### src/hw/rtl/gss_pkg.sv
`timescale 1ns / 1ps
// Package for the gear shift request sequencer: widths, register indexes,
// phase and direction codes. No dependencies.
package gss_pkg;

  localparam int TIME_BITS          = 32;
  localparam int FREQ_FRACTION_BITS = 4;

  localparam int ENG_W   = 20;
  localparam int WHEEL_W = 16;
  localparam int RPM_W   = 15;
  localparam int TEETH_W = 8;
  localparam int THR_W   = 7;
  localparam int WIDTH_W = 16;
  localparam int CFG_W   = 48;
  localparam int IDX_W   = 3;

  // engine_hz * 60 against rpm * teeth * 2^FREQ_FRACTION_BITS
  localparam int LHS_W = ENG_W + 6;
  localparam int RHS_W = RPM_W + TEETH_W + FREQ_FRACTION_BITS;
  localparam int CMP_W = (LHS_W > RHS_W) ? LHS_W : RHS_W;

  localparam logic [IDX_W-1:0] REG_UPSHIFT_RPM      = 3'd0;
  localparam logic [IDX_W-1:0] REG_DOWNSHIFT_RPM    = 3'd1;
  localparam logic [IDX_W-1:0] REG_MIN_WHEEL_HZ     = 3'd2;
  localparam logic [IDX_W-1:0] REG_COOLDOWN_MS      = 3'd3;
  localparam logic [IDX_W-1:0] REG_THROTTLE_ON_PCT  = 3'd4;
  localparam logic [IDX_W-1:0] REG_TRANSMISSION_IST = 3'd5;
  localparam logic [IDX_W-1:0] REG_ENGINE_TEETH     = 3'd6;
  localparam logic [IDX_W-1:0] REG_PULSE_WIDTHS_MS  = 3'd7;

  localparam logic signed [3:0] GEAR_NEUTRAL   = 4'sd0;
  localparam logic signed [3:0] GEAR_FIRST     = 4'sd1;
  localparam logic signed [3:0] GEAR_SECOND    = 4'sd2;
  localparam logic signed [3:0] GEAR_TOP_IST   = 4'sd4;
  localparam logic signed [3:0] GEAR_TOP_NORM  = 4'sd6;

  typedef enum logic [1:0] {
    PH_IDLE  = 2'd0,
    PH_PULSE = 2'd1,
    PH_COOL  = 2'd2
  } phase_t;

  typedef enum logic [1:0] {
    DIR_NONE = 2'd0,
    DIR_UP   = 2'd1,
    DIR_DOWN = 2'd2
  } dir_t;

endpackage

### src/hw/rtl/gear_shift_request_sequencer.sv
`timescale 1ns / 1ps
// Gear shift request sequencer: phase machine, button and mode history,
// manual override and automatic shift rules. Depends on gss_pkg.
// Input beat to result beat: input register, then result register.
// Throughput: one beat per cycle unless stalled; phase and history update per beat.
// Reset (rst, synchronous): idle, no direction, buttons taken as pressed,
// override clear, registers at their default values.
module gear_shift_request_sequencer
  import gss_pkg::*;
(
  input  logic                     clk,
  input  logic                     rst,
  input  logic                     cfg_write_en,
  input  logic [IDX_W-1:0]         cfg_index,
  input  logic [CFG_W-1:0]         cfg_data,
  input  logic                     in_valid,
  output logic                     in_stall,
  input  logic [TIME_BITS-1:0]     now_ms,
  input  logic [ENG_W-1:0]         engine_hz,
  input  logic [WHEEL_W-1:0]       wheel_left_hz,
  input  logic [WHEEL_W-1:0]       wheel_right_hz,
  input  logic signed [3:0]        gear,
  input  logic [THR_W-1:0]         throttle_pct,
  input  logic                     up_button,
  input  logic                     down_button,
  input  logic                     auto_on,
  output logic                     out_valid,
  input  logic                     out_stall,
  output logic                     up_drive,
  output logic                     down_drive,
  output logic [1:0]               phase_now,
  output logic                     override_latched,
  output logic                     shift_started
);

  logic [RPM_W-1:0]   up_rpm_limit;
  logic [RPM_W-1:0]   down_rpm_limit;
  logic [WHEEL_W-1:0] wheel_floor_hz;
  logic [WIDTH_W-1:0] cool_period_ms;
  logic [THR_W-1:0]   throttle_floor;
  logic               transmission_ist;
  logic [TEETH_W-1:0] engine_teeth;
  logic [CFG_W-1:0]   pulse_widths_ms;

  logic                 s_valid;
  logic [TIME_BITS-1:0] s_now;
  logic [ENG_W-1:0]     s_eng;
  logic [WHEEL_W-1:0]   s_wl;
  logic [WHEEL_W-1:0]   s_wr;
  logic signed [3:0]    s_gear;
  logic [THR_W-1:0]     s_thr;
  logic                 s_up;
  logic                 s_down;
  logic                 s_auto;

  phase_t               phase, phase_next;
  logic [TIME_BITS-1:0] phase_start_ms, phase_start_ms_next;
  logic [WIDTH_W-1:0]   active_width_ms, active_width_ms_next;
  dir_t                 shift_direction, shift_direction_next;
  logic                 last_up_button, last_down_button, last_auto_on;
  logic                 override_flag, override_flag_next;
  logic                 started;

  logic advance;
  logic take;

  assign advance  = s_valid && (!out_valid || !out_stall);
  assign take     = in_valid && !in_stall;
  assign in_stall = s_valid && !advance;

  always_ff @(posedge clk) begin
    if (rst) begin
      up_rpm_limit     <= RPM_W'(11000);
      down_rpm_limit   <= RPM_W'(5000);
      wheel_floor_hz   <= WHEEL_W'(16);
      cool_period_ms   <= WIDTH_W'(300);
      throttle_floor   <= THR_W'(20);
      transmission_ist <= 1'b0;
      engine_teeth     <= TEETH_W'(1);
      pulse_widths_ms  <= '0;
    end else if (cfg_write_en) begin
      unique case (cfg_index)
        REG_UPSHIFT_RPM:      up_rpm_limit     <= cfg_data[RPM_W-1:0];
        REG_DOWNSHIFT_RPM:    down_rpm_limit   <= cfg_data[RPM_W-1:0];
        REG_MIN_WHEEL_HZ:     wheel_floor_hz   <= cfg_data[WHEEL_W-1:0];
        REG_COOLDOWN_MS:      cool_period_ms   <= cfg_data[WIDTH_W-1:0];
        REG_THROTTLE_ON_PCT:  throttle_floor   <= cfg_data[THR_W-1:0];
        REG_TRANSMISSION_IST: transmission_ist <= cfg_data[0];
        REG_ENGINE_TEETH:     engine_teeth     <= cfg_data[TEETH_W-1:0];
        REG_PULSE_WIDTHS_MS:  pulse_widths_ms  <= cfg_data;
        default: ;
      endcase
    end
  end

  // Input register
  always_ff @(posedge clk) begin
    if (rst) begin
      s_valid <= 1'b0;
    end else if (take) begin
      s_valid <= 1'b1;
    end else if (advance) begin
      s_valid <= 1'b0;
    end
  end

  always_ff @(posedge clk) begin
    if (take) begin
      s_now  <= now_ms;
      s_eng  <= engine_hz;
      s_wl   <= wheel_left_hz;
      s_wr   <= wheel_right_hz;
      s_gear <= gear;
      s_thr  <= throttle_pct;
      s_up   <= up_button;
      s_down <= down_button;
      s_auto <= auto_on;
    end
  end

  // Rule terms
  logic [TEETH_W-1:0]         teeth_eff;
  logic [RPM_W+TEETH_W-1:0]   up_prod, down_prod;
  logic [CMP_W-1:0]           lhs, up_rhs, down_rhs;
  logic [LHS_W-1:0]           eng_ext;
  logic [WHEEL_W:0]           wheel_sum, wheel_min2;
  logic                       moving, on_thr;
  logic signed [3:0]          top_gear;
  logic [TIME_BITS-1:0]       elapsed;
  logic                       up_edge, down_edge, mode_change;
  logic                       manual, to_neutral;
  dir_t                       auto_req, req;

  always_comb begin
    teeth_eff  = (engine_teeth == '0) ? TEETH_W'(1) : engine_teeth;
    up_prod    = (RPM_W+TEETH_W)'(up_rpm_limit) * (RPM_W+TEETH_W)'(teeth_eff);
    down_prod  = (RPM_W+TEETH_W)'(down_rpm_limit) * (RPM_W+TEETH_W)'(teeth_eff);
    up_rhs     = CMP_W'(up_prod) << FREQ_FRACTION_BITS;
    down_rhs   = CMP_W'(down_prod) << FREQ_FRACTION_BITS;
    eng_ext    = LHS_W'(s_eng);
    lhs        = CMP_W'((eng_ext << 6) - (eng_ext << 2));
    wheel_sum  = (WHEEL_W+1)'(s_wl) + (WHEEL_W+1)'(s_wr);
    wheel_min2 = {wheel_floor_hz, 1'b0};
    moving     = wheel_sum >= wheel_min2;
    on_thr     = s_thr >= throttle_floor;
    top_gear   = transmission_ist ? GEAR_TOP_IST : GEAR_TOP_NORM;
    auto_req   = DIR_NONE;
    if (s_gear >= GEAR_NEUTRAL) begin
      if (on_thr && lhs >= up_rhs && s_gear >= GEAR_FIRST && s_gear < top_gear && moving) begin
        auto_req = DIR_UP;
      end else if (!on_thr && lhs <= down_rhs && s_gear >= GEAR_SECOND) begin
        auto_req = DIR_DOWN;
      end
    end
  end

  // Next state
  always_comb begin
    phase_next           = phase;
    phase_start_ms_next  = phase_start_ms;
    active_width_ms_next = active_width_ms;
    shift_direction_next = shift_direction;
    override_flag_next   = override_flag;
    started              = 1'b0;
    req                  = DIR_NONE;
    manual               = 1'b0;
    to_neutral           = 1'b0;
    elapsed              = s_now - phase_start_ms;

    unique case (phase)
      PH_PULSE: begin
        if (elapsed >= TIME_BITS'(active_width_ms)) begin
          shift_direction_next = DIR_NONE;
          phase_next           = PH_COOL;
          phase_start_ms_next  = s_now;
        end
      end
      PH_COOL: begin
        if (elapsed >= TIME_BITS'(cool_period_ms)) begin
          phase_next = PH_IDLE;
        end
      end
      default: ;
    endcase

    mode_change = s_auto != last_auto_on;
    up_edge     = s_up && !last_up_button && !mode_change;
    down_edge   = s_down && !last_down_button && !mode_change;
    if (s_auto && !last_auto_on) begin
      override_flag_next = 1'b0;
    end

    if (phase_next == PH_IDLE) begin
      manual = !s_auto || override_flag_next || (!moving && s_gear <= GEAR_SECOND);
      priority if (manual) begin
        if (up_edge) begin
          req = DIR_UP;
        end else if (down_edge) begin
          req = DIR_DOWN;
        end
      end else if (up_edge || down_edge) begin
        override_flag_next = 1'b1;
        req = up_edge ? DIR_UP : DIR_DOWN;
      end else begin
        req = auto_req;
      end
      if (req != DIR_NONE) begin
        to_neutral = !moving && ((s_gear == GEAR_FIRST && req == DIR_UP) ||
                                 (s_gear == GEAR_SECOND && req == DIR_DOWN));
        if (transmission_ist) begin
          active_width_ms_next = pulse_widths_ms[15:0];
        end else if (to_neutral) begin
          active_width_ms_next = pulse_widths_ms[47:32];
        end else begin
          active_width_ms_next = pulse_widths_ms[31:16];
        end
        shift_direction_next = req;
        phase_next           = PH_PULSE;
        phase_start_ms_next  = s_now;
        started              = 1'b1;
      end
    end
  end

  always_ff @(posedge clk) begin
    if (rst) begin
      phase            <= PH_IDLE;
      phase_start_ms   <= '0;
      active_width_ms  <= '0;
      shift_direction  <= DIR_NONE;
      last_up_button   <= 1'b1;
      last_down_button <= 1'b1;
      last_auto_on     <= 1'b0;
      override_flag    <= 1'b0;
    end else if (advance) begin
      phase            <= phase_next;
      phase_start_ms   <= phase_start_ms_next;
      active_width_ms  <= active_width_ms_next;
      shift_direction  <= shift_direction_next;
      last_up_button   <= s_up;
      last_down_button <= s_down;
      last_auto_on     <= s_auto;
      override_flag    <= override_flag_next;
    end
  end

  // Result beat
  logic       up_drive_next, down_drive_next;
  logic [1:0] phase_now_next;

  always_comb begin
    up_drive_next   = shift_direction_next == DIR_UP;
    down_drive_next = shift_direction_next == DIR_DOWN;
    phase_now_next  = phase_next;
  end

  always_ff @(posedge clk) begin
    if (rst) begin
      out_valid <= 1'b0;
    end else if (advance) begin
      out_valid <= 1'b1;
    end else if (!out_stall) begin
      out_valid <= 1'b0;
    end
  end

  always_ff @(posedge clk) begin
    if (advance) begin
      up_drive         <= up_drive_next;
      down_drive       <= down_drive_next;
      phase_now        <= phase_now_next;
      override_latched <= override_flag_next;
      shift_started    <= started;
    end
  end

endmodule
### config.mk
export PLATFORM = sky130hd
export DESIGN_NAME = gear_shift_request_sequencer
export DESIGN_NICKNAME = d
export VERILOG_FILES = /design/src/hw/rtl/gss_pkg.sv /design/src/hw/rtl/gear_shift_request_sequencer.sv
export SDC_FILE = /design/constraint.sdc
export NUM_CORES = 1
export LEC_CHECK = 0
export BUFFER_PORTS_ARGS = -buffer_cell sky130_fd_sc_hd__buf_4
export CAP_MARGIN = 0
export CORE_MARGIN = 5
export CORE_UTILIZATION = 40
export DETAILED_ROUTE_END_ITERATION = 6
export SETUP_SLACK_MARGIN = 0.2
export SYNTH_ARGS = -nofsm -noshare
export SYNTH_HDL_FRONTEND = slang
export SYNTH_SLANG_ARGS = --single-unit
### constraint.sdc
create_clock -name clk -period 9.6 [get_ports clk]
set_input_delay 0.96 -clock clk [delete_from_list [all_inputs] [get_ports clk]]
set_output_delay 0.96 -clock clk [all_outputs]
set_load 0.05 [all_outputs]
==> results.md, run 1 <==
* Startpoint types: flop
* DR iter-0 viols at 938
* Worst vdd ir at 0.000122 V
* Clk root buf: clkbuf_16
* H-Tree Depth at 2
* Post-Syn Nets at 3149
* Worst setup path category: flop to flop
* Global-route usage over all layers at 18.5%
* Mapped Avg Cell Area at 9.11 um2
* Slew headroom at 27.9%
* Async set-reset flop share out of synthesis at 0%
* Worst Slack Setup Final at 0.902 ns
* Fin Hold WS at 0.455 ns
* Antenna violations before repair at 1
* Row count at 89
* Grt ovf at 0
* CP arrival at 9.16 ns
* Worst R2R End: phase_start_ms[30]
* Cells after synthesis at 2582
* Fin cells at 3516
* I/O Buffers at 161
* RSZ-0062 raised after global routing: no
* Final Cell Area at 26800 um2
* Vias in the first global route at 18900
* Element type at the critical path end: flop
* Worst-margin pin slew at 1.08 ns
* Buf+Inv Stages, Crit Path at 4
* Final Hold Fails at 0
* Worst EP required at 10.06 ns
* Max Fclk at 115 MHz
* Clk Latency, worst-skew pair at 0.55 ns
* Clock share of power at 40.5%
* Final Setup Violations at 0
* Cell mode on critical path: fa_1
* Min Clock Period, post-route at 8.70 ns
* Critical R2R Launch: engine_teeth[3]
* Number of I/O pins at 162
* WL final at 59400 um
* Slowest CP cell: dfxtp_1
* Pin count of the biggest net entering global routing at 107
* Die extent in x at 253 um
* Final ANT Viol Nets at 0
* Clock Skews at 0.0245 ns
* Critical Path Stages at 32
* Hold_buf cts at 0
* Final Cycle Share at 90.6%
* Pre-antenna DRT Iters at 5
* Ys Warns at 0
* Layout cell share with drive strength beyond 1 at 10.3%
* Reg2Reg Depth at 32
* Resize count post-CTS at 0
* Post-synth cell types at 78
* Worst Setup EP: phase_start_ms[30]
* Vias at 18200
* R2R Setup Slk at 0.90 ns
* Diode count at 0
* Combinational share of power at 21.5%
* CORE AREA at 58700 um2
* Routability cong. at 0.926
* CTS Buf Count at 36
* Remaining DRCs at 0
* Final core occ at 45.6%
* Worst-path clk slew at 0.06 ns
* CTS sink count at 288
* DIE AREA at 63800 um2
* Slowest stage delay, CP at 0.80 ns
* CTS tree: built
* Post-synth top area share at 15.7%
* Placement Setup Slack at 1.03 ns
* Hold-critical path depth at 2
* Sw Share at 29.0%
* Synth area leader: dfxtp_1
* Deepest clock path buffer count at 3
* Yosys reg bits at 288
* Flop pwr share at 38.1%
* Sequential-to-total area share from yosys stat at 28.9%
* Setup_tns at 0 ns
* Leak pwr at 11.8 nW
* Number of setup buffers added after CTS at 0
* Outcome: completed
* Final nets at 3282
* First-pass GRT wire length at 97200 um
* CP max FO at 30
* P_int at 2.52 mW
* Syn-to-layout area delta at 13.8%
* Routed len/inst at 16.9 um
* MaxCap Viol Count at 0
* Switch Pwr at 1.03 mW
* Die height at 253 um
* Top post-synthesis cells by area: dfxtp_1 (16%), ha_1 (14%), fa_1 (13%)
* Slew Limit Fails at 0
* HPWL Detailed at 46300 um
* Number of synthesized flops with an enable pin at 104
* Inst Count DP at 3450
* Post-Place Cell Area at 25500 um2
* Pwr Total at 3.55 mW
* Min-delay worst type: flop to flop
* Pwr/cell area at 133 nW/um2
* Delay-heaviest family, CP: compound AO/OA/AOI/OAI gates
* Initial Util at 40.1%
* Worst Setup SP: engine_teeth[3]
* Ys flop type: dfxtp_1
* Mapped Area at 23500 um2
* DR vias/cell at 5.18
==> area by class of cell <==
cell class              instances  area [um2]
multi-input cells            1914       15300
clock inverters                19         270
repair buffers                183        1390
inverters                     292        1100
clock buffers                  47         995
well taps                     773         967
fillers                      5643       31900
flip-flops and latches        288        6810
==> how the worst min path moves through the flow <==
stage                                   start                   to
after floorplan           active_width_ms[10]  active_width_ms[10]
after global placement     pulse_widths_ms[9]   pulse_widths_ms[9]
after detailed placement  pulse_widths_ms[28]  pulse_widths_ms[28]
after CTS                 pulse_widths_ms[28]  pulse_widths_ms[28]
after global routing      pulse_widths_ms[28]  pulse_widths_ms[28]
final                     pulse_widths_ms[10]  pulse_widths_ms[10]
==> cell usage in the layout, fill, tap and decap left out, types with 37 or more instances in the layout <==
cell type  instances
o21ai_0           56
nand2_1          365
clkbuf_16         37
mux2i_1           56
a21oi_1          207
fa_1             158
and2_1           152
dfxtp_1          184
buf_4            182
a21o_1            57
ha_1             255
nand2b_1          90
inv_1            292
xnor2_1           62
edfxtp_1         104
nor2b_1           47
nor2_1            79
==> worst reg2reg max path, delay by kind of cell (launching register included) <==
family          cells  cell delay [ns]
xor+xnor            1             0.09
compound gates     10             2.84
fa+ha+maj           5             2.11
simple gates       11             1.80
flops               1             0.80
buf+inv             4             0.74
mux                 1             0.23
==> power groups by stage <==
stage	logic (mW)	clock network (mW)	registers, mW
after floorplan	0.534	0	1.37
after global placement	0.741	0	1.38
after detailed placement	0.762	0	1.38
after CTS	0.769	1.47	1.35
after global routing	0.863	1.52	1.36
final	0.761	1.44	1.35
==> sequential cells by signal (all words and copies together) (netlist names), 2 cells and up <==
name and flops:
active_width_ms 16, cool_period_ms 16, down_rpm_limit 15, engine_teeth 8
phase 2, phase_now 2, phase_start_ms 32, pulse_widths_ms 48
s_eng 20, s_gear 4, s_now 32, s_thr 7
s_wl 16, s_wr 16, shift_direction 2, throttle_floor 7
up_rpm_limit 15, wheel_floor_hz 16
==> per-layer routing <==
metal,GRT usage (%),up-vias,routed length [um]
met1,25.0,8820,26900
met5,0,-,13
li1,-,8912,-
met4,5.12,2,1610
met3,2.94,92,2690
met2,30.9,385,28100
==> logic make-up (layout without fill, tap and decap cells) <==
kind of cell / after synthesis / after routing / share of synthesized area, %
simple gates: 865 / 865 / 18.3
compound gates: 475 / 475 / 12.9
fa+ha+maj: 413 / 413 / 27.0
buf+inv: 380 / 541 / 6.33
flops: 288 / 288 / 28.9
xor+xnor: 88 / 88 / 3.28
mux: 73 / 73 / 3.20
==> synth_stat cells (all sizes together) (3+ instances only) <==
library cell,count
or4,3
and2,152
a311oi,3
a21boi,4
dfxtp,184
nor2,81
nand4,18
nand2b,90
a31oi,13
a21o,58
a211oi,9
and3,13
o211ai,14
o31ai,6
nor3,27
a2111oi,3
nor3b,4
edfxtp,104
or3,9
ha,255
a211o,8
nand3b,22
xnor2,62
inv,292
nand3,19
a21oi,209
clkbuf,75
a41oi,3
o21ai,58
xor2,26
nand2,365
o2111ai,3
mux2i,56
o2bb2ai,16
buf,13
or2,5
a32o,3
fa,158
o21bai,23
a22oi,3
o21a,16
nor4,4
mux2,17
nor2b,48
No activity file was read; power rests on OpenSTA's default activity.
==> inputs of run 2 (changes only) <==
Settings changed: CTS_BUF_LIST from default to sky130_fd_sc_hd__clkbuf_16.
==> results.md, run 2 (same netlist as run 1, synthesis figures left out) <==
* Final ANT Viol Nets at 0 (unchanged)
* Cell mode on critical path: fa_1 (unchanged)
* H-Tree Depth at 2 (unchanged)
* First-pass GRT wire length at 97200 um (about the same)
* Antenna violations before repair at 1 (unchanged)
* Vias in the first global route at 18900 (about the same)
* Delay-heaviest family, CP: compound AO/OA/AOI/OAI gates (unchanged)
* DR vias/cell at 5.19 (was 5.18)
* Final Hold Fails at 0 (unchanged)
* Fin Hold WS at 0.452 ns (was 0.455 ns)
* Layout cell share with drive strength beyond 1 at 10.1% (was 10.3%)
* Min Clock Period, post-route at 8.67 ns (was 8.70 ns)
* Final nets at 3282 (unchanged)
* Fillers at 5645 (was 5643)
* Pre-antenna DRT Iters at 5 (unchanged)
* Top reg by flops: pulse_widths_ms (unchanged)
* Pwr Total at 3.52 mW (was 3.55 mW)
* Clk root buf: clkbuf_16 (unchanged)
* Diode count at 0 (unchanged)
* Pwr/cell area at 131 nW/um2 (was 133 nW/um2)
* Routability cong. at 0.926 (unchanged)
* Slowest CP cell: dfxtp_1 (unchanged)
* Most frequent cells in the layout: nand2_1 (365), inv_1 (299), ha_1 (255) (was nand2_1 (365), inv_1 (292), ha_1 (255))
* Commonest non-fill, non-tap cell in the layout: nand2_1 (unchanged)
* Worst-margin pin slew at 1.08 ns (about the same)
* Worst-path clk slew at 0.06 ns (about the same)
* Number of I/O pins at 162 (unchanged)
* Clk Latency, worst-skew pair at 0.55 ns (about the same)
* Top Registers: pulse_widths_ms: 48 flops, phase_start_ms: 32 flops, s_now: 32 flops (unchanged)
* Startpoint types: flop (unchanged)
* Die height at 253 um (unchanged)
* CP max FO at 30 (unchanged)
* Buf+Inv Stages, Crit Path at 4 (unchanged)
* Worst vdd ir at 0.000122 V (about the same)
* Clock Skews at 0.0246 ns (was 0.0245 ns)
* Min-delay worst type: flop to flop (unchanged)
* Hold_buf cts at 0 (unchanged)
* Pin count of the biggest net entering global routing at 107 (unchanged)
* Deepest clock path buffer count at 3 (unchanged)
* Outcome: completed (unchanged)
* CTS tree: built (unchanged)
* Row count at 89 (unchanged)
* Initial Util at 40.1% (unchanged)
* Resize count post-CTS at 0 (unchanged)
* Slew Limit Fails at 0 (unchanged)
* Element type at the critical path end: flop (unchanged)
* Detail Route met2 WL at 28100 um (about the same)
* CORE AREA at 58700 um2 (unchanged)
* Met1 wire length at 27000 um (was 26900 um)
* I/O Buffers at 161 (unchanged)
* Top Metal Used: met5 (unchanged)
* Worst EP required at 10.06 ns (about the same)
* CTS sink count at 288 (unchanged)
* Routed len/inst at 16.9 um (about the same)
* DIE AREA at 63800 um2 (unchanged)
* RSZ-0062 raised after global routing: no (unchanged)
* Slew headroom at 27.9% (about the same)
* MaxCap Viol Count at 0 (unchanged)
* CP arrival at 9.13 ns (was 9.16 ns)
* Worst setup path category: flop to flop (unchanged)
* WL final at 59500 um (was 59400 um)
* DR iter-0 viols at 998 (was 938)
* Slowest stage delay, CP at 0.80 ns (about the same)
* Max Fclk at 115 MHz (about the same)
* Setup_tns at 0 ns (unchanged)
* Met3 wire len at 2760 um (was 2690 um)
* Final core occ at 45.6% (about the same)
* Leak pwr at 11.8 nW (about the same)
* HPWL Detailed at 46300 um (unchanged)
* Grt ovf at 0 (unchanged)
* Final Setup Violations at 0 (unchanged)
* Max FFs per register at 48 (unchanged)
* Global-route usage over all layers at 18.5% (unchanged)
* Remaining DRCs at 0 (unchanged)
* Vias at 18200 (about the same)
* CTS Buf Count at 36 (unchanged)
* Die extent in x at 253 um (unchanged)
* Syn-to-layout area delta at 13.7% (was 13.8%)
* Number of setup buffers added after CTS at 0 (unchanged)
* Final Cycle Share at 90.3% (was 90.6%)
## run 2: cell count changes in the layout (fill, tap and decap cells not counted), sizes merged
cell,delta
clkbuf,-10
clkinv,+3
inv,+7
## run 2: cell type report
cell class,count,area (um2),area share (%)
repair buffers,183,1390,5.18
inverters,292,1100,4.10
clock buffers,37,926,3.46
clock inverters,29,308,1.15
well taps,773,967,3.62
flip-flops and latches,288,6810,25.4
multi-input cells,1914,15300,57.0
## run 2: tightest hold or removal path, stage by stage, from the launching register on
cell and delay (ns):
dfxtp_1 0.31, nand2_1 0.05, a21oi_1 0.05
## run 2: metal layers
metal	vias up	GRT usage, %
li1	8908	-
met1	8816	25.0
met2	417	30.9
met3	95	2.94
met4	2	5.12
met5	-	0
## run 2: path summary, 6_finish.rpt
kind                                     startpoint                  end  slack, ns  cells past startpoint
worst max register to register      engine_teeth[3]   phase_start_ms[30]       0.93                     32
worst min register to register  pulse_widths_ms[28]  pulse_widths_ms[28]       0.45                      2
worst max-delay path                engine_teeth[3]   phase_start_ms[30]       0.93                     32
worst min-delay path            pulse_widths_ms[28]  pulse_widths_ms[28]       0.45                      2
## run 2: where the power goes
group          internal, mW  total, mW  switching, mW  leakage (nW)
clock network         0.843       1.40          0.560         0.624
registers              1.31       1.35         0.0362          2.51
logic                 0.331      0.762          0.431          8.64
total                  2.49       3.52           1.03          11.8
## run 2: through the flow
stage | cell area (um2) | worst slack, ns | std cells
floorplan | 23500 | 2.11 | 2582
global placement | 25500 | 1.33 | 3450
CTS | 26700 | 0.961 | 3516
detailed placement | 25500 | 1.03 | 3450
finish | 26700 | 0.928 | 3516
global route | 26700 | 0.318 | 3516
==> inputs of run 3 (changes only) <==
Settings changed: BUFFER_PORTS_ARGS -buffer_cell sky130_fd_sc_hd__buf_4 to default, DONT_BUFFER_PORTS from default to 1, SKIP_CTS_REPAIR_TIMING from default to 1.
==> results.md, run 3 (same netlist as run 1, synthesis figures left out) <==
* Slowest stage delay, CP at 0.68 ns (was 0.80 ns)
* Leak pwr at 11.0 nW (was 11.8 nW)
* Slew Limit Fails at 0 (unchanged)
* Met2 Track Usage GR at 30.9% (about the same)
* Startpoint types: flop (unchanged)
* Worst Setup SP: engine_teeth[2] (was engine_teeth[3])
* Outcome: completed (unchanged)
* Die height at 253 um (unchanged)
* Critical Path Stages at 32 (unchanged)
* Commonest non-fill, non-tap cell in the layout: nand2_1 (unchanged)
* Clock Skews at 0.0461 ns (was 0.0246 ns)
* WL final at 59800 um (was 59500 um)
* Worst-path clk slew at 0.06 ns (about the same)
* Top reg by flops: pulse_widths_ms (unchanged)
* Final Hold Fails at 0 (unchanged)
* Critical R2R Launch: engine_teeth[2] (was engine_teeth[3])
* GR peak layer: met2 (unchanged)
* CORE AREA at 58700 um2 (unchanged)
* Number of I/O pins at 162 (unchanged)
* DR iter-0 viols at 899 (was 998)
* DIE AREA at 63800 um2 (unchanged)
* Delay-heaviest family, CP: compound AO/OA/AOI/OAI gates (unchanged)
* Max FFs per register at 48 (unchanged)
* Worst EP required at 10.02 ns (was 10.06 ns)
* CP max FO at 21 (was 30)
* Setup_tns at 0 ns (unchanged)
* Worst vdd ir at 0.000126 V (was 0.000122 V)
* Clk Latency, worst-skew pair at 0.55 ns (about the same)
* Pwr/cell area at 133 nW/um2 (was 131 nW/um2)
* Pre-antenna DRT Iters at 5 (unchanged)
* HPWL Detailed at 46300 um (about the same)
* CP arrival at 8.94 ns (was 9.13 ns)
* Slowest CP cell: dfxtp_1 (unchanged)
* Final nets at 3120 (was 3282)
* MaxCap Viol Count at 0 (unchanged)
* Most frequent cells in the layout: nand2_1 (365), inv_1 (298), ha_1 (255) (was nand2_1 (365), inv_1 (299), ha_1 (255))
* Final Setup Violations at 0 (unchanged)
* Routed len/inst at 17.8 um (was 16.9 um)
* Worst-margin pin slew at 1.13 ns (was 1.08 ns)
* Worst setup path category: flop to flop (unchanged)
* Met1 usage at 24.1% (was 25.0%)
* H-Tree Depth at 2 (unchanged)
* RSZ-0062 raised after global routing: no (unchanged)
* Deepest clock path buffer count at 3 (unchanged)
* Cell mode on critical path: fa_1 (unchanged)
* Hold Path Origin: pulse_widths_ms[21] (was pulse_widths_ms[28])
* Element type at the critical path end: flop (unchanged)
* Routability cong. at 0.884 (was 0.926)
* Syn-to-layout area delta at 8.26% (was 13.7%)
* Layout cell share with drive strength beyond 1 at 4.69% (was 10.1%)
* Worst Setup EP: active_width_ms[8] (was phase_start_ms[30])
* Worst R2R End: active_width_ms[8] (was phase_start_ms[30])
* Vias in the first global route at 17800 (was 18900)
* Initial Util at 40.1% (unchanged)
* GR Util met3 at 3.30% (was 2.94%)
* Grt ovf at 0 (unchanged)
* Remaining DRCs at 0 (unchanged)
* Row count at 89 (unchanged)
* Min-delay worst type: flop to flop (unchanged)
* Max Fclk at 117 MHz (was 115 MHz)
* Final Cycle Share at 88.8% (was 90.3%)
* Clk root buf: clkbuf_16 (unchanged)
* Buf+Inv Stages, Crit Path at 4 (unchanged)
* First-pass GRT wire length at 95100 um (was 97200 um)
* Final core occ at 43.4% (was 45.6%)
* Fin Hold WS at 0.457 ns (was 0.452 ns)
* CTS Buf Count at 36 (unchanged)
* Die extent in x at 253 um (unchanged)
* Reg2Reg Depth at 32 (unchanged)
* Global-route usage over all layers at 18.4% (was 18.5%)
* Top Registers: pulse_widths_ms: 48 flops, phase_start_ms: 32 flops, s_now: 32 flops (unchanged)
* CTS sink count at 288 (unchanged)
* Min Clock Period, post-route at 8.52 ns (was 8.67 ns)
* Slew headroom at 24.6% (was 27.9%)
* CTS tree: built (unchanged)
* Vias at 17700 (was 18200)
* Antenna violations before repair at 1 (unchanged)
* DR vias/cell at 5.29 (was 5.19)
* Final ANT Viol Nets at 0 (unchanged)
* R2R Setup Slk at 1.08 ns (was 0.93 ns)
* Pwr Total at 3.39 mW (was 3.52 mW)
* Pin count of the biggest net entering global routing at 205 (was 107)
* I/O Buffers at 0 (was 161)
-- run 3: cell types whose count changed in the layout (fill, tap and decap cells not counted) --
cell,delta
buf_4,-162
bufinv_16,-2
clkbuf_16,+1
clkinv_1,-5
clkinv_16,-1
clkinv_2,+5
clkinv_4,-1
diode_2,+1
inv_1,-1
inv_2,+1
inv_4,+2
-- run 3: metal layers --
metal / routed length, um / up-vias
met5: 0 / -
met4: 1960 / 0
met3: 3130 / 92
met2: 28400 / 392
met1: 26300 / 8646
li1: - / 8604
-- run 3: layout make-up --
class                           instances  area, um2
Multi-Input combinational cell       1914      15300
Clock buffer                           38        951
Inverter                              292       1100
Sequential cell                       288       6810
Antenna cell                            1       2.50
Timing Repair Buffer                   21        170
Fill cell                            5640      33200
Tap cell                              773        967
Clock inverter                         27        228
-- run 3: worst min path at each step --
stage / to / slack (ns) / cells after the start
floorplan: active_width_ms[10] / 0.43 / 1
global placement: cool_period_ms[9] / 0.44 / 2
detailed placement: pulse_widths_ms[27] / 0.44 / 2
CTS: pulse_widths_ms[21] / 0.45 / 2
global route: s_eng[2] / 0.46 / 0
finish: pulse_widths_ms[21] / 0.46 / 2
-- run 3: tightest hold or removal path, stage by stage (launching register included) --
cell and delay, ns:
dfxtp_1 0.31, nand2_1 0.05, a21oi_1 0.05
-- run 3: per-stage QoR --
step	cell area, um2	instances	worst slack, ns
finish	25500	3354	1.08
global route	25500	3353	0.420
CTS	25500	3353	1.03
detailed placement	24300	3288	1.09
global placement	24300	3288	1.33
floorplan	23500	2582	2.11
-- run 3: report_power, final --
part	switching, mW	leakage, nW	total (mW)	internal [mW]
logic	0.388	7.86	0.678	0.290
clock network	0.554	0.612	1.36	0.802
registers	0.0443	2.51	1.36	1.32
total	0.986	11.0	3.39	2.41
